--- config.mk ---
export PLATFORM = sky130hd
export DESIGN_NAME = rtp_receiver_statistics_top_flat
export DESIGN_NICKNAME = d
export VERILOG_FILES = /design/src/hw/rtl/rtpstat_pkg.sv /design/src/hw/rtl/rtpstat_if.sv /design/src/hw/rtl/rtpstat_front.sv /design/src/hw/rtl/rtpstat_div.sv /design/src/hw/rtl/rtpstat_back.sv /design/src/hw/rtl/rtp_receiver_statistics_top.sv /design/src/flat_wrapper.sv
export SDC_FILE = /design/constraint.sdc
export NUM_CORES = 2
export LEC_CHECK = 0
export BUFFER_PORTS_ARGS = -buffer_cell sky130_fd_sc_hd__buf_2
export CAP_MARGIN = 20
export CORE_UTILIZATION = 59
export DETAILED_ROUTE_END_ITERATION = 10
export PLACE_DENSITY = 0.78
export SLEW_MARGIN = 0
export SYNTH_ARGS = -nofsm -noshare
export SYNTH_HDL_FRONTEND = slang
export SYNTH_SLANG_ARGS = --single-unit
--- constraint.sdc ---
create_clock -name clk -period 13.9 [get_ports clk]
set_input_delay 1.39 -clock clk [delete_from_list [all_inputs] [get_ports clk]]
set_output_delay 1.39 -clock clk [all_outputs]
set_load 0.02 [all_outputs]
--- src/hw/rtl/rtpstat_pkg.sv ---
// ----------------------------------------------------------------------------
// RTP receiver statistics package
// Shared types and constants of the receive statistics block.
// ----------------------------------------------------------------------------
package rtpstat_pkg;

    localparam logic [1:0] OP_PKT  = 2'd0;
    localparam logic [1:0] OP_REC  = 2'd1;
    localparam logic [1:0] OP_TICK = 2'd2;

    localparam logic [1:0] CFG_IDX_SSRC  = 2'd0;
    localparam logic [1:0] CFG_IDX_LIMIT = 2'd1;

    localparam logic [15:0] LIMIT_RESET = 16'd32768;
    localparam logic [19:0] US_PER_S    = 20'd1000000;
    localparam logic [31:0] PERIOD_NUM  = 32'd1480000000;
    localparam logic [63:0] PERIOD_MIN  = 64'd10000;
    localparam logic [63:0] PERIOD_MAX  = 64'd10000000;
    localparam logic [31:0] BW_REPORT_MIN = 32'd14;

    localparam logic signed [25:0] LOST_MAX = 26'sd8388607;
    localparam logic signed [25:0] LOST_MIN = -26'sd8388608;

    localparam int QDEPTH = 2;

    typedef enum logic [1:0] {
        K_PKT,
        K_REC,
        K_TICK
    } kind_t;

    typedef struct packed {
        kind_t       kind;
        logic [15:0] seq_num;
        logic [31:0] source_id;
        logic [15:0] payload_bytes;
        logic [15:0] packet_bytes;
        logic [31:0] elapsed_us;
    } qitem_t;

    typedef struct packed {
        logic   valid;
        qitem_t item;
    } qhead_t;

    typedef struct packed {
        logic        we;
        logic [1:0]  index;
        logic [31:0] data;
    } cfg_wr_t;

    typedef enum logic [3:0] {
        B_IDLE,
        B_MUL,
        B_DSTART,
        B_DWAIT,
        B_FRAC,
        B_FWAIT,
        B_CLR,
        B_PWAIT,
        B_EMIT
    } bstate_t;

endpackage

--- src/hw/rtl/rtpstat_if.sv ---
// ----------------------------------------------------------------------------
// RTP statistics channel interfaces
// Valid/ready channels for incoming items and outgoing receiver reports.
// ----------------------------------------------------------------------------
interface rtpstat_pkt_if;
    logic        valid;
    logic        ready;
    logic [1:0]  opcode;
    logic [15:0] seq_num;
    logic [31:0] source_id;
    logic [15:0] payload_bytes;
    logic [15:0] packet_bytes;
    logic [31:0] elapsed_us;

    modport source (output valid, opcode, seq_num, source_id, payload_bytes,
                    packet_bytes, elapsed_us, input ready);
    modport sink (input valid, opcode, seq_num, source_id, payload_bytes,
                  packet_bytes, elapsed_us, output ready);
    modport mon (input valid, ready, opcode, seq_num, source_id, payload_bytes,
                 packet_bytes, elapsed_us);
endinterface

interface rtpstat_rpt_if;
    logic               valid;
    logic               ready;
    logic [31:0]        reporter_ssrc;
    logic [31:0]        reported_ssrc;
    logic [7:0]         fraction_lost;
    logic signed [23:0] cumulative_lost;
    logic [31:0]        ext_highest_seq;
    logic [31:0]        bw_payload;
    logic [31:0]        bw_total;
    logic [31:0]        bw_recovered;
    logic [23:0]        next_period_us;

    modport source (output valid, reporter_ssrc, reported_ssrc, fraction_lost,
                    cumulative_lost, ext_highest_seq, bw_payload, bw_total,
                    bw_recovered, next_period_us, input ready);
    modport sink (input valid, reporter_ssrc, reported_ssrc, fraction_lost,
                  cumulative_lost, ext_highest_seq, bw_payload, bw_total,
                  bw_recovered, next_period_us, output ready);
    modport mon (input valid, ready, reporter_ssrc, reported_ssrc, fraction_lost,
                 cumulative_lost, ext_highest_seq, bw_payload, bw_total,
                 bw_recovered, next_period_us);
endinterface

--- src/hw/rtl/rtpstat_front.sv ---
// ----------------------------------------------------------------------------
// RTP statistics front end
// Accepts items, decodes the opcode and queues useful items for the back end.
// ----------------------------------------------------------------------------
module rtpstat_front
    import rtpstat_pkg::*;
(
    input  logic       clk,
    input  logic       rst_n,
    rtpstat_pkt_if.sink pkt,
    input  logic       pop,
    output qhead_t     head
);

    localparam int PW = $clog2(QDEPTH);

    qitem_t             mem [QDEPTH];
    logic [PW-1:0]      wr_ptr_reg, wr_ptr_next;
    logic [PW-1:0]      rd_ptr_reg, rd_ptr_next;
    logic [PW:0]        count_reg, count_next;
    logic               useful;
    logic               push;
    qitem_t             item;

    assign pkt.ready = (count_reg != (PW+1)'(QDEPTH));

    // Unused opcodes and zero-length ticks have no effect, so they are dropped here.
    always_comb
    begin
        useful    = 1'b0;
        item.kind = K_PKT;
        case (pkt.opcode)
            OP_PKT:
            begin
                useful    = 1'b1;
                item.kind = K_PKT;
            end
            OP_REC:
            begin
                useful    = 1'b1;
                item.kind = K_REC;
            end
            OP_TICK:
            begin
                useful    = (pkt.elapsed_us != 32'd0);
                item.kind = K_TICK;
            end
            default:
            begin
                useful    = 1'b0;
                item.kind = K_PKT;
            end
        endcase
        item.seq_num       = pkt.seq_num;
        item.source_id     = pkt.source_id;
        item.payload_bytes = pkt.payload_bytes;
        item.packet_bytes  = pkt.packet_bytes;
        item.elapsed_us    = pkt.elapsed_us;
    end

    assign push = pkt.valid && pkt.ready && useful;

    always_comb
    begin
        wr_ptr_next = wr_ptr_reg;
        rd_ptr_next = rd_ptr_reg;
        count_next  = count_reg;
        if (push)
        begin
            wr_ptr_next = wr_ptr_reg + 1'b1;
        end
        if (pop)
        begin
            rd_ptr_next = rd_ptr_reg + 1'b1;
        end
        if (push && !pop)
        begin
            count_next = count_reg + 1'b1;
        end
        else if (pop && !push)
        begin
            count_next = count_reg - 1'b1;
        end
    end

    always_ff @(posedge clk or negedge rst_n)
    begin
        if (!rst_n)
        begin
            wr_ptr_reg <= '0;
            rd_ptr_reg <= '0;
            count_reg  <= '0;
        end
        else
        begin
            wr_ptr_reg <= wr_ptr_next;
            rd_ptr_reg <= rd_ptr_next;
            count_reg  <= count_next;
        end
    end

    always_ff @(posedge clk)
    begin
        if (push)
        begin
            mem[wr_ptr_reg] <= item;
        end
    end

    assign head.valid = (count_reg != '0);
    assign head.item  = mem[rd_ptr_reg];

endmodule

--- src/hw/rtl/rtpstat_div.sv ---
// ----------------------------------------------------------------------------
// RTP statistics divider
// Restoring divider, one quotient bit per cycle.
// ----------------------------------------------------------------------------
module rtpstat_div
    import rtpstat_pkg::*;
(
    input  logic        clk,
    input  logic        rst_n,
    input  logic        start,
    input  logic [63:0] dividend,
    input  logic [32:0] divisor,
    output logic        done,
    output logic [63:0] quotient
);

    logic        busy_reg;
    logic        done_reg;
    logic [5:0]  cnt_reg;
    logic [32:0] rem_reg;
    logic [63:0] quo_reg;
    logic [32:0] dvs_reg;
    logic [33:0] shifted;
    logic        fits;

    assign shifted = {rem_reg, quo_reg[63]};
    assign fits    = (shifted >= {1'b0, dvs_reg});

    always_ff @(posedge clk or negedge rst_n)
    begin
        if (!rst_n)
        begin
            busy_reg <= 1'b0;
            done_reg <= 1'b0;
            cnt_reg  <= '0;
        end
        else
        begin
            done_reg <= 1'b0;
            if (start)
            begin
                busy_reg <= 1'b1;
                cnt_reg  <= '0;
            end
            else if (busy_reg)
            begin
                cnt_reg <= cnt_reg + 1'b1;
                if (cnt_reg == 6'd63)
                begin
                    busy_reg <= 1'b0;
                    done_reg <= 1'b1;
                end
            end
        end
    end

    always_ff @(posedge clk)
    begin
        if (start)
        begin
            rem_reg <= '0;
            quo_reg <= dividend;
            dvs_reg <= divisor;
        end
        else if (busy_reg)
        begin
            rem_reg <= fits ? 33'(shifted - {1'b0, dvs_reg}) : shifted[32:0];
            quo_reg <= {quo_reg[62:0], fits};
        end
    end

    assign done     = done_reg;
    assign quotient = quo_reg;

endmodule

--- src/hw/rtl/rtpstat_back.sv ---
// ----------------------------------------------------------------------------
// RTP statistics back end
// Holds the flow state, executes queued items and builds receiver reports.
// ----------------------------------------------------------------------------
module rtpstat_back
    import rtpstat_pkg::*;
(
    input  logic          clk,
    input  logic          rst_n,
    input  cfg_wr_t       cfg,
    input  qhead_t        head,
    output logic          pop,
    rtpstat_rpt_if.source rpt
);

    bstate_t            state_reg, state_next;
    logic [31:0]        sender_ssrc_reg;
    logic [15:0]        limit_reg;
    logic               started_reg, started_next;
    logic [15:0]        last_seq_reg, last_seq_next;
    logic [15:0]        wrap_reg, wrap_next;
    logic [31:0]        flow_ssrc_reg, flow_ssrc_next;
    logic signed [23:0] lost_total_reg, lost_total_next;
    logic [31:0]        lost_int_reg, lost_int_next;
    logic [31:0]        rcv_int_reg, rcv_int_next;
    logic [31:0]        rcv_total_reg, rcv_total_next;
    logic [31:0]        dup_reg, dup_next;
    logic [31:0]        misorder_reg, misorder_next;
    logic [31:0]        recov_cnt_reg, recov_cnt_next;
    logic [31:0]        pay_acc_reg, pay_acc_next;
    logic [31:0]        tot_acc_reg, tot_acc_next;
    logic [31:0]        rec_acc_reg, rec_acc_next;
    logic [31:0]        avg_pay_reg, avg_pay_next;
    logic [31:0]        avg_tot_reg, avg_tot_next;
    logic [31:0]        avg_rec_reg, avg_rec_next;
    logic [1:0]         sel_reg, sel_next;
    logic [31:0]        us_reg, us_next;
    logic [51:0]        prod_reg, prod_next;
    logic [7:0]         frac_reg, frac_next;
    logic [23:0]        period_reg, period_next;
    logic               out_valid_reg, out_valid_next;
    logic               load_out;

    logic               div_start;
    logic [63:0]        div_dividend;
    logic [32:0]        div_divisor;
    logic               div_done;
    logic [63:0]        div_q;

    logic [15:0]        seq_dist;
    logic               forward;
    logic signed [25:0] lost_delta;
    logic signed [25:0] lost_sum;
    logic [31:0]        acc_sel;
    logic [64:0]        avg_sum;
    logic [31:0]        avg_new;
    logic [39:0]        lost_x255;

    rtpstat_div u_div (
        .clk      (clk),
        .rst_n    (rst_n),
        .start    (div_start),
        .dividend (div_dividend),
        .divisor  (div_divisor),
        .done     (div_done),
        .quotient (div_q)
    );

    assign seq_dist  = head.item.seq_num - last_seq_reg;
    assign forward   = (seq_dist <= limit_reg) || (seq_dist == 16'd1);
    assign lost_sum  = 26'(lost_total_reg) + lost_delta;
    assign lost_x255 = {lost_int_reg, 8'd0} - {8'd0, lost_int_reg};

    always_comb
    begin
        case (sel_reg)
            2'd0:    acc_sel = pay_acc_reg;
            2'd1:    acc_sel = tot_acc_reg;
            default: acc_sel = rec_acc_reg;
        endcase
    end

    always_comb
    begin
        case (sel_reg)
            2'd0:    avg_sum = {33'd0, avg_pay_reg} + {1'b0, div_q};
            2'd1:    avg_sum = {33'd0, avg_tot_reg} + {1'b0, div_q};
            default: avg_sum = {33'd0, avg_rec_reg} + {1'b0, div_q};
        endcase
        avg_new = (avg_sum[64:33] != 32'd0) ? 32'hFFFF_FFFF : avg_sum[32:1];
    end

    always_comb
    begin
        state_next      = state_reg;
        started_next    = started_reg;
        last_seq_next   = last_seq_reg;
        wrap_next       = wrap_reg;
        flow_ssrc_next  = flow_ssrc_reg;
        lost_total_next = lost_total_reg;
        lost_int_next   = lost_int_reg;
        rcv_int_next    = rcv_int_reg;
        rcv_total_next  = rcv_total_reg;
        dup_next        = dup_reg;
        misorder_next   = misorder_reg;
        recov_cnt_next  = recov_cnt_reg;
        pay_acc_next    = pay_acc_reg;
        tot_acc_next    = tot_acc_reg;
        rec_acc_next    = rec_acc_reg;
        avg_pay_next    = avg_pay_reg;
        avg_tot_next    = avg_tot_reg;
        avg_rec_next    = avg_rec_reg;
        sel_next        = sel_reg;
        us_next         = us_reg;
        prod_next       = prod_reg;
        frac_next       = frac_reg;
        period_next     = period_reg;
        out_valid_next  = out_valid_reg && !rpt.ready;
        load_out        = 1'b0;
        pop             = 1'b0;
        div_start       = 1'b0;
        div_dividend    = {12'd0, prod_reg};
        div_divisor     = {1'b0, us_reg};
        lost_delta      = '0;

        case (state_reg)
            B_IDLE:
            begin
                if (head.valid)
                begin
                    pop = 1'b1;
                    case (head.item.kind)
                        K_PKT:
                        begin
                            pay_acc_next = pay_acc_reg + 32'(head.item.payload_bytes);
                            tot_acc_next = tot_acc_reg + 32'(head.item.packet_bytes);
                            if (!started_reg)
                            begin
                                started_next   = 1'b1;
                                flow_ssrc_next = head.item.source_id;
                                last_seq_next  = head.item.seq_num;
                                rcv_total_next = rcv_total_reg + 1'b1;
                                rcv_int_next   = rcv_int_reg + 1'b1;
                            end
                            else if (seq_dist == 16'd0)
                            begin
                                dup_next = dup_reg + 1'b1;
                            end
                            else if (forward)
                            begin
                                // A gap of one less than the distance is counted as lost.
                                lost_delta      = 26'(seq_dist) - 26'sd1;
                                lost_int_next   = lost_int_reg + 32'(seq_dist) - 32'd1;
                                lost_total_next = (lost_sum > LOST_MAX) ? 24'(LOST_MAX)
                                                                        : lost_sum[23:0];
                                rcv_total_next  = rcv_total_reg + 1'b1;
                                rcv_int_next    = rcv_int_reg + 1'b1;
                                if (head.item.seq_num < last_seq_reg)
                                begin
                                    wrap_next = wrap_reg + 1'b1;
                                end
                                last_seq_next = head.item.seq_num;
                            end
                            else
                            begin
                                lost_delta      = -26'sd1;
                                misorder_next   = misorder_reg + 1'b1;
                                lost_total_next = (lost_sum < LOST_MIN) ? 24'(LOST_MIN)
                                                                        : lost_sum[23:0];
                                if (lost_int_reg != 32'd0)
                                begin
                                    lost_int_next = lost_int_reg - 1'b1;
                                end
                            end
                        end
                        K_REC:
                        begin
                            if (started_reg)
                            begin
                                lost_delta      = -26'sd1;
                                lost_total_next = (lost_sum < LOST_MIN) ? 24'(LOST_MIN)
                                                                        : lost_sum[23:0];
                                recov_cnt_next  = recov_cnt_reg + 1'b1;
                                rec_acc_next    = rec_acc_reg
                                                + 32'(head.item.payload_bytes);
                            end
                        end
                        default:
                        begin
                            us_next    = head.item.elapsed_us;
                            sel_next   = 2'd0;
                            state_next = B_MUL;
                        end
                    endcase
                end
            end
            B_MUL:
            begin
                prod_next  = 52'(acc_sel) * 52'(US_PER_S);
                state_next = B_DSTART;
            end
            B_DSTART:
            begin
                div_start  = 1'b1;
                state_next = B_DWAIT;
            end
            B_DWAIT:
            begin
                if (div_done)
                begin
                    case (sel_reg)
                        2'd0:    avg_pay_next = avg_new;
                        2'd1:    avg_tot_next = avg_new;
                        default: avg_rec_next = avg_new;
                    endcase
                    sel_next   = sel_reg + 1'b1;
                    state_next = (sel_reg == 2'd2) ? B_FRAC : B_MUL;
                end
            end
            B_FRAC:
            begin
                frac_next    = 8'd0;
                div_dividend = {24'd0, lost_x255};
                div_divisor  = {1'b0, lost_int_reg} + {1'b0, rcv_int_reg};
                if (lost_int_reg != 32'd0)
                begin
                    div_start  = 1'b1;
                    state_next = B_FWAIT;
                end
                else
                begin
                    state_next = B_CLR;
                end
            end
            B_FWAIT:
            begin
                if (div_done)
                begin
                    frac_next  = div_q[7:0];
                    state_next = B_CLR;
                end
            end
            B_CLR:
            begin
                pay_acc_next  = '0;
                tot_acc_next  = '0;
                rec_acc_next  = '0;
                lost_int_next = '0;
                rcv_int_next  = '0;
                div_dividend  = {32'd0, PERIOD_NUM};
                div_divisor   = {1'b0, avg_pay_reg};
                if (avg_pay_reg <= BW_REPORT_MIN)
                begin
                    state_next = B_IDLE;
                end
                else
                begin
                    div_start  = 1'b1;
                    state_next = B_PWAIT;
                end
            end
            B_PWAIT:
            begin
                if (div_done)
                begin
                    if (div_q < PERIOD_MIN)
                    begin
                        period_next = 24'(PERIOD_MIN);
                    end
                    else if (div_q > PERIOD_MAX)
                    begin
                        period_next = 24'(PERIOD_MAX);
                    end
                    else
                    begin
                        period_next = div_q[23:0];
                    end
                    state_next = B_EMIT;
                end
            end
            B_EMIT:
            begin
                if (!out_valid_reg || rpt.ready)
                begin
                    load_out       = 1'b1;
                    out_valid_next = 1'b1;
                    state_next     = B_IDLE;
                end
            end
            default:
            begin
                state_next = B_IDLE;
            end
        endcase
    end

    always_ff @(posedge clk or negedge rst_n)
    begin
        if (!rst_n)
        begin
            state_reg       <= B_IDLE;
            sender_ssrc_reg <= '0;
            limit_reg       <= LIMIT_RESET;
            started_reg     <= 1'b0;
            last_seq_reg    <= '0;
            wrap_reg        <= '0;
            flow_ssrc_reg   <= '0;
            lost_total_reg  <= '0;
            lost_int_reg    <= '0;
            rcv_int_reg     <= '0;
            rcv_total_reg   <= '0;
            dup_reg         <= '0;
            misorder_reg    <= '0;
            recov_cnt_reg   <= '0;
            pay_acc_reg     <= '0;
            tot_acc_reg     <= '0;
            rec_acc_reg     <= '0;
            avg_pay_reg     <= '0;
            avg_tot_reg     <= '0;
            avg_rec_reg     <= '0;
            sel_reg         <= '0;
            out_valid_reg   <= 1'b0;
        end
        else
        begin
            state_reg       <= state_next;
            started_reg     <= started_next;
            last_seq_reg    <= last_seq_next;
            wrap_reg        <= wrap_next;
            flow_ssrc_reg   <= flow_ssrc_next;
            lost_total_reg  <= lost_total_next;
            lost_int_reg    <= lost_int_next;
            rcv_int_reg     <= rcv_int_next;
            rcv_total_reg   <= rcv_total_next;
            dup_reg         <= dup_next;
            misorder_reg    <= misorder_next;
            recov_cnt_reg   <= recov_cnt_next;
            pay_acc_reg     <= pay_acc_next;
            tot_acc_reg     <= tot_acc_next;
            rec_acc_reg     <= rec_acc_next;
            avg_pay_reg     <= avg_pay_next;
            avg_tot_reg     <= avg_tot_next;
            avg_rec_reg     <= avg_rec_next;
            sel_reg         <= sel_next;
            out_valid_reg   <= out_valid_next;
            if (cfg.we && (cfg.index == CFG_IDX_SSRC))
            begin
                sender_ssrc_reg <= cfg.data;
            end
            if (cfg.we && (cfg.index == CFG_IDX_LIMIT))
            begin
                limit_reg <= cfg.data[15:0];
            end
        end
    end

    always_ff @(posedge clk)
    begin
        us_reg     <= us_next;
        prod_reg   <= prod_next;
        frac_reg   <= frac_next;
        period_reg <= period_next;
        if (load_out)
        begin
            rpt.reporter_ssrc   <= sender_ssrc_reg;
            rpt.reported_ssrc   <= flow_ssrc_reg;
            rpt.fraction_lost   <= frac_reg;
            rpt.cumulative_lost <= lost_total_reg;
            rpt.ext_highest_seq <= {wrap_reg, last_seq_reg};
            rpt.bw_payload      <= avg_pay_reg;
            rpt.bw_total        <= avg_tot_reg;
            rpt.bw_recovered    <= avg_rec_reg;
            rpt.next_period_us  <= period_reg;
        end
    end

    assign rpt.valid = out_valid_reg;

endmodule

--- src/hw/rtl/rtp_receiver_statistics_top.sv ---
// ----------------------------------------------------------------------------
// RTP receiver statistics
// Receive statistics for one RTP flow, producing receiver report fields.
// ----------------------------------------------------------------------------
// Usage:
// Items arrive on the pkt channel (valid/ready): received packets, recovered
// packets and report ticks. Reports leave on the rpt channel from an output
// register. Configuration is written through cfg_we/cfg_index/cfg_data;
// the user must write it only while the block is idle, which the block
// does not enforce; index 0 is the own SSRC, index 1 the misorder limit.
// A two-entry queue separates intake from execution. A packet or recovered
// item is executed in the idle state of the back end, so packets stream
// at one per cycle while no tick is in progress. A tick runs three to five
// divisions on a shared bit-serial divider plus a multiply per bandwidth;
// a reporting tick then loads its report into the output register.
// Reset clears all statistics, empties the queue and sets the misorder
// limit to 32768. When the report receiver stalls, the report holds in the
// output register; a following tick waits for it to be taken while packets
// queue up and then stall the pkt channel.
// ----------------------------------------------------------------------------
module rtp_receiver_statistics_top
    import rtpstat_pkg::*;
(
    input  logic          clk,
    input  logic          rst_n,
    input  logic          cfg_we,
    input  logic [1:0]    cfg_index,
    input  logic [31:0]   cfg_data,
    rtpstat_pkt_if.sink   pkt,
    rtpstat_rpt_if.source rpt
);

    qhead_t  head;
    logic    pop;
    cfg_wr_t cfg;

    assign cfg.we    = cfg_we;
    assign cfg.index = cfg_index;
    assign cfg.data  = cfg_data;

    rtpstat_front u_front (
        .clk   (clk),
        .rst_n (rst_n),
        .pkt   (pkt),
        .pop   (pop),
        .head  (head)
    );

    rtpstat_back u_back (
        .clk   (clk),
        .rst_n (rst_n),
        .cfg   (cfg),
        .head  (head),
        .pop   (pop),
        .rpt   (rpt)
    );

endmodule

--- src/flat_wrapper.sv ---
// flat-port wrapper written by rule: the top's interface ports become plain ports
module rtp_receiver_statistics_top_flat import rtpstat_pkg::*;
  (clk, rst_n, cfg_we, cfg_index, cfg_data, pkt_valid, pkt_opcode, pkt_seq_num, pkt_source_id, pkt_payload_bytes, pkt_packet_bytes, pkt_elapsed_us, pkt_ready, rpt_valid, rpt_reporter_ssrc, rpt_reported_ssrc, rpt_fraction_lost, rpt_cumulative_lost, rpt_ext_highest_seq, rpt_bw_payload, rpt_bw_total, rpt_bw_recovered, rpt_next_period_us, rpt_ready);
  rtpstat_pkt_if pkt_i ();
  rtpstat_rpt_if rpt_i ();
  input  logic clk;
  input  logic rst_n;
  input  logic cfg_we;
  input  logic [1:0] cfg_index;
  input  logic [31:0] cfg_data;
  input wire logic [$bits(pkt_i.valid)-1:0] pkt_valid;
  input wire logic [$bits(pkt_i.opcode)-1:0] pkt_opcode;
  input wire logic [$bits(pkt_i.seq_num)-1:0] pkt_seq_num;
  input wire logic [$bits(pkt_i.source_id)-1:0] pkt_source_id;
  input wire logic [$bits(pkt_i.payload_bytes)-1:0] pkt_payload_bytes;
  input wire logic [$bits(pkt_i.packet_bytes)-1:0] pkt_packet_bytes;
  input wire logic [$bits(pkt_i.elapsed_us)-1:0] pkt_elapsed_us;
  output wire logic [$bits(pkt_i.ready)-1:0] pkt_ready;
  output wire logic [$bits(rpt_i.valid)-1:0] rpt_valid;
  output wire logic [$bits(rpt_i.reporter_ssrc)-1:0] rpt_reporter_ssrc;
  output wire logic [$bits(rpt_i.reported_ssrc)-1:0] rpt_reported_ssrc;
  output wire logic [$bits(rpt_i.fraction_lost)-1:0] rpt_fraction_lost;
  output wire logic [$bits(rpt_i.cumulative_lost)-1:0] rpt_cumulative_lost;
  output wire logic [$bits(rpt_i.ext_highest_seq)-1:0] rpt_ext_highest_seq;
  output wire logic [$bits(rpt_i.bw_payload)-1:0] rpt_bw_payload;
  output wire logic [$bits(rpt_i.bw_total)-1:0] rpt_bw_total;
  output wire logic [$bits(rpt_i.bw_recovered)-1:0] rpt_bw_recovered;
  output wire logic [$bits(rpt_i.next_period_us)-1:0] rpt_next_period_us;
  input wire logic [$bits(rpt_i.ready)-1:0] rpt_ready;
  assign pkt_i.valid = pkt_valid;
  assign pkt_i.opcode = pkt_opcode;
  assign pkt_i.seq_num = pkt_seq_num;
  assign pkt_i.source_id = pkt_source_id;
  assign pkt_i.payload_bytes = pkt_payload_bytes;
  assign pkt_i.packet_bytes = pkt_packet_bytes;
  assign pkt_i.elapsed_us = pkt_elapsed_us;
  assign pkt_ready = pkt_i.ready;
  assign rpt_valid = rpt_i.valid;
  assign rpt_reporter_ssrc = rpt_i.reporter_ssrc;
  assign rpt_reported_ssrc = rpt_i.reported_ssrc;
  assign rpt_fraction_lost = rpt_i.fraction_lost;
  assign rpt_cumulative_lost = rpt_i.cumulative_lost;
  assign rpt_ext_highest_seq = rpt_i.ext_highest_seq;
  assign rpt_bw_payload = rpt_i.bw_payload;
  assign rpt_bw_total = rpt_i.bw_total;
  assign rpt_bw_recovered = rpt_i.bw_recovered;
  assign rpt_next_period_us = rpt_i.next_period_us;
  assign rpt_i.ready = rpt_ready;
  rtp_receiver_statistics_top u_core (.clk(clk), .rst_n(rst_n), .cfg_we(cfg_we), .cfg_index(cfg_index), .cfg_data(cfg_data), .pkt(pkt_i), .rpt(rpt_i));
endmodule
==> impl_metrics.xml <==
<?xml version="1.0" encoding="UTF-8"?>
<metrics>
  <group name="yosys">
    <metric name="yosys_warnings" unit="">0</metric>
    <metric name="syn-mean-instance-area" unit="sq um">10.5</metric>
    <metric name="syn_inst" unit="">6231</metric>
    <metric name="ys_ff_latch" unit="">1128</metric>
    <metric name="synth.yosys.seq_area_share" unit="">0.479</metric>
    <metric name="asyncSetResetFlopFracSynth" unit="">0.365</metric>
    <metric name="postSynthNetCount" unit="">6977</metric>
    <metric name="synth_edf_count" unit="">683</metric>
    <metric name="syn_area" unit="sq um">65700</metric>
    <metric name="ys_types" unit="">81</metric>
    <metric name="postSynth.topFlopCell" unit="">edfxtp_1</metric>
  </group>
  <group name="setup_path">
    <metric name="worst_setup_path_start_kind" unit="">flip-flop</metric>
    <metric name="worst_path_max_delay_cell" unit="">dfrtp_4</metric>
    <metric name="worstSetupPathDepth" unit="">30</metric>
    <metric name="critPathLaunch" unit="">u_core.u_front.rd_ptr_reg$_DFFE_PN0P_</metric>
    <metric name="critical_path.endpoint_type" unit="">flip-flop</metric>
    <metric name="crit_fanout" unit="">70</metric>
    <metric name="worst_ep_required_time" unit="ps">14470</metric>
    <metric name="worstSetupEndpoint" unit="">u_core.u_back.lost_total_reg[13]$_DFFE_PN0P_</metric>
    <metric name="timing.critical_path.buf_inv" unit="">2</metric>
    <metric name="crit-reg2reg-launch" unit="">u_core.u_front.rd_ptr_reg$_DFFE_PN0P_</metric>
    <metric name="timing_worst_setup_path_type" unit="">reg2reg</metric>
    <metric name="worst_r2r_path_depth" unit="">30</metric>
    <metric name="cpPeakStageDelay" unit="ps">920</metric>
    <metric name="timing.reg2reg.setup_slack" unit="ps">2960</metric>
    <metric name="critical-path-top-delay-family" unit="">compound AO/OA/AOI/OAI gates</metric>
    <metric name="worst-endpoint-arrival" unit="ps">11510</metric>
    <metric name="r2r_end" unit="">u_core.u_back.lost_total_reg[13]$_DFFE_PN0P_</metric>
  </group>
  <group name="grt">
    <metric name="grt_max_degree" unit="">182</metric>
    <metric name="via_count_of_the_first_global_routing_pass" unit="">48500</metric>
    <metric name="globalRouteOverflowTotal" unit="">0</metric>
    <metric name="number_of_antenna_violations_at_the_first_check_in_global_routing" unit="">10</metric>
    <metric name="grt_pass1_wl" unit="um">275000</metric>
    <metric name="grt_usage" unit="">0.312</metric>
  </group>
  <group name="timing">
    <metric name="post-route-period-util" unit="">0.787</metric>
    <metric name="fin_skew" unit="ps">49.1</metric>
    <metric name="grt_setup_unrepaired" unit="">false</metric>
    <metric name="final_hold_viol_count" unit="">0</metric>
    <metric name="final_max_slew_viol_count" unit="">0</metric>
    <metric name="setup_viol" unit="">0</metric>
    <metric name="fmax" unit="MHz">91.4</metric>
    <metric name="final.hold.worst_slack" unit="ps">419</metric>
    <metric name="max_slew.worst_pin.slew" unit="ps">1100</metric>
    <metric name="finalWorstPathRequiredPeriod" unit="ps">10940</metric>
    <metric name="max_slew_headroom" unit="">0.269</metric>
    <metric name="setup_total_negative_slack" unit="ps">0</metric>
  </group>
  <group name="route">
    <metric name="routedWlPerCell" unit="um">21.8</metric>
    <metric name="route.detailed.drc" unit="">0</metric>
    <metric name="initialDrtViolationCount" unit="">5092</metric>
    <metric name="via_per_inst" unit="">6.14</metric>
    <metric name="drt-pass1-iter-count" unit="">8</metric>
    <metric name="drt.antenna.violating_nets" unit="">0</metric>
    <metric name="postRouteWirelength" unit="um">178000</metric>
    <metric name="dr_total_vias" unit="">50000</metric>
  </group>
  <group name="placement">
    <metric name="finalWeightedCongestion" unit="">1.03</metric>
    <metric name="port_buffers" unit="">402</metric>
    <metric name="placement.cell_area" unit="sq um">69200</metric>
    <metric name="detailed_placer_s_ending_hpwl" unit="um">130000</metric>
  </group>
  <group name="outcome">
    <metric name="outcome" unit="">finished clean</metric>
  </group>
  <group name="clocking">
    <metric name="cts_setup_buffers" unit="">0</metric>
    <metric name="cts_tree" unit="">done</metric>
    <metric name="clock-sinks" unit="">1128</metric>
    <metric name="clk-insertion-delay-late" unit="ps">740</metric>
    <metric name="cts_inserted_buffers" unit="">115</metric>
    <metric name="post_cts.resized_instances" unit="">0</metric>
    <metric name="hold_buffer_count_at_cts" unit="">0</metric>
    <metric name="htreeDepth" unit="">3</metric>
    <metric name="ctsRootBufferMaster" unit="">clkbuf_16</metric>
    <metric name="clk_transition_reported_paths" unit="ps">70</metric>
    <metric name="clockBufferDepth" unit="">3</metric>
  </group>
  <group name="flow_run">
    <metric name="cap_viol_max_count" unit="">0</metric>
  </group>
  <group name="final_layout">
    <metric name="design_area" unit="sq um">73200</metric>
    <metric name="area_delta_synth_final" unit="%">11.3</metric>
    <metric name="mostFrequentLayoutCells" unit="">edfxtp_1 (683), nor2_1 (602), a21oi_1 (505), ha_1 (447), dfrtp_1 (409)</metric>
    <metric name="post_route_cells_drive_above_1_share" unit="">0.129</metric>
    <metric name="fill_cells" unit="">8482</metric>
    <metric name="mostFrequentLayoutCell" unit="">edfxtp_1</metric>
    <metric name="layout.nets" unit="">7293</metric>
    <metric name="flip_flop_count_of_the_largest_register_all_copies_and_words_added" unit="">228</metric>
  </group>
  <group name="die">
    <metric name="die_y" unit="um">336</metric>
    <metric name="io-pin-count" unit="">403</metric>
    <metric name="die-area" unit="sq um">113000</metric>
    <metric name="floorplan.die.width" unit="um">336</metric>
    <metric name="core_region_area" unit="sq um">111000</metric>
    <metric name="initial_utilization" unit="">0.595</metric>
    <metric name="placement_rows" unit="">122</metric>
  </group>
  <group name="pwr">
    <metric name="power.density" unit="nW/um^2">291</metric>
    <metric name="static_leakage" unit="uW">0.0322</metric>
    <metric name="peakVddDrop" unit="mV">0.655</metric>
    <metric name="design_power_total" unit="uW">21300</metric>
  </group>
  <group name="hold_path">
    <metric name="hold_removal_path_class" unit="">reg2reg</metric>
  </group>
</metrics>
metal layers:
| metal | up-vias | wire [um] | global-route usage |
|---|---|---|---|
| li1 | 23300 | - | - |
| met1 | 24200 | 73100 | 0.415 |
| met2 | 2117 | 81700 | 0.500 |
| met3 | 465 | 14600 | 0.0612 |
| met4 | 12 | 8250 | 0.136 |
| met5 | - | 72 | 0 |
cell families (layout without fill, tap and decap cells):
family,after synthesis,count (layout),share of synthesized area
and+or+nand+nor,1824,1824,0.133
AOI/OAI and AO/OA,1490,1490,0.141
DFF,1128,1128,0.479
buffers and inverters,651,1070,0.0376
adders and majority gates,593,593,0.129
xor gates and xnor gates,347,347,0.0462
muxes,198,198,0.0330
other,0,7,0
metrics by stage:
step	setup slack (ps)	cells	utilization
after global routing	2300	8140	0.662
after CTS	3100	8135	0.662
after floorplan	1350	6231	-
after global placement	3400	7912	0.626
final	2960	8145	0.662
after detailed placement	3190	7915	0.626
worst min-delay path by stage:
stage	slack [ps]	cells after the start	to	from
after floorplan	400	0	u_core.u_back.rpt.fraction_lost[0]$_DFFE_PP_	u_core.u_back.frac_reg[0]$_SDFFCE_PN0P_
after global placement	400	0	u_core.u_back.rpt.next_period_us[12]$_DFFE_PP_	u_core.u_back.period_reg[12]$_SDFFCE_PP0P_
after detailed placement	400	0	u_core.u_back.rpt.next_period_us[3]$_DFFE_PP_	u_core.u_back.period_reg[3]$_SDFFCE_PP0P_
after CTS	420	0	u_core.u_back.rpt.next_period_us[6]$_DFFE_PP_	u_core.u_back.period_reg[6]$_SDFFCE_PP0P_
after global routing	430	0	u_core.u_back.rpt.next_period_us[5]$_DFFE_PP_	u_core.u_back.period_reg[5]$_SDFFCE_PP0P_
final	420	0	u_core.u_back.rpt.next_period_us[3]$_DFFE_PP_	u_core.u_back.period_reg[3]$_SDFFCE_PP0P_
power breakdown:
group | switching, uW | internal, uW | total, uW
logic | 7550 | 5220 | 12800
registers | 730 | 4600 | 5330
clock network | 1370 | 1810 | 3180
total | 9650 | 11600 | 21300
layout make-up:
type | count | area (sq um) | area share
Multi-Input combinational cell | 4452 | 31900 | 0.436
Sequential cell | 1128 | 31500 | 0.430
Clock buffer | 156 | 3140 | 0.0429
Timing Repair Buffer | 463 | 2530 | 0.0346
Tap cell | 1488 | 1860 | 0.0254
Inverter | 387 | 1450 | 0.0199
Clock inverter | 64 | 768 | 0.0105
Antenna cell | 7 | 17.5 | 0.000239
cells in the mapped netlist, types with 68 or more instances:
master    count  share of area
nand4_1     167          0.016
xnor2_1     217          0.029
and2_1       71         0.0068
inv_1       386          0.022
nor2_1      609          0.035
a21oi_1     506          0.039
xor2_1      130          0.017
and3_1       68         0.0065
clkbuf_1    217          0.012
o21ai_0     334          0.025
nand2_1     374          0.021
dfrtp_1     411           0.16
a21o_1      162          0.019
mux2_2      147          0.025
ha_1        449          0.085
fa_1        144          0.044
edfxtp_1    683           0.31
nor3_1       98         0.0075
nand3_1     171          0.013
(Power assumes the default switching activity.)
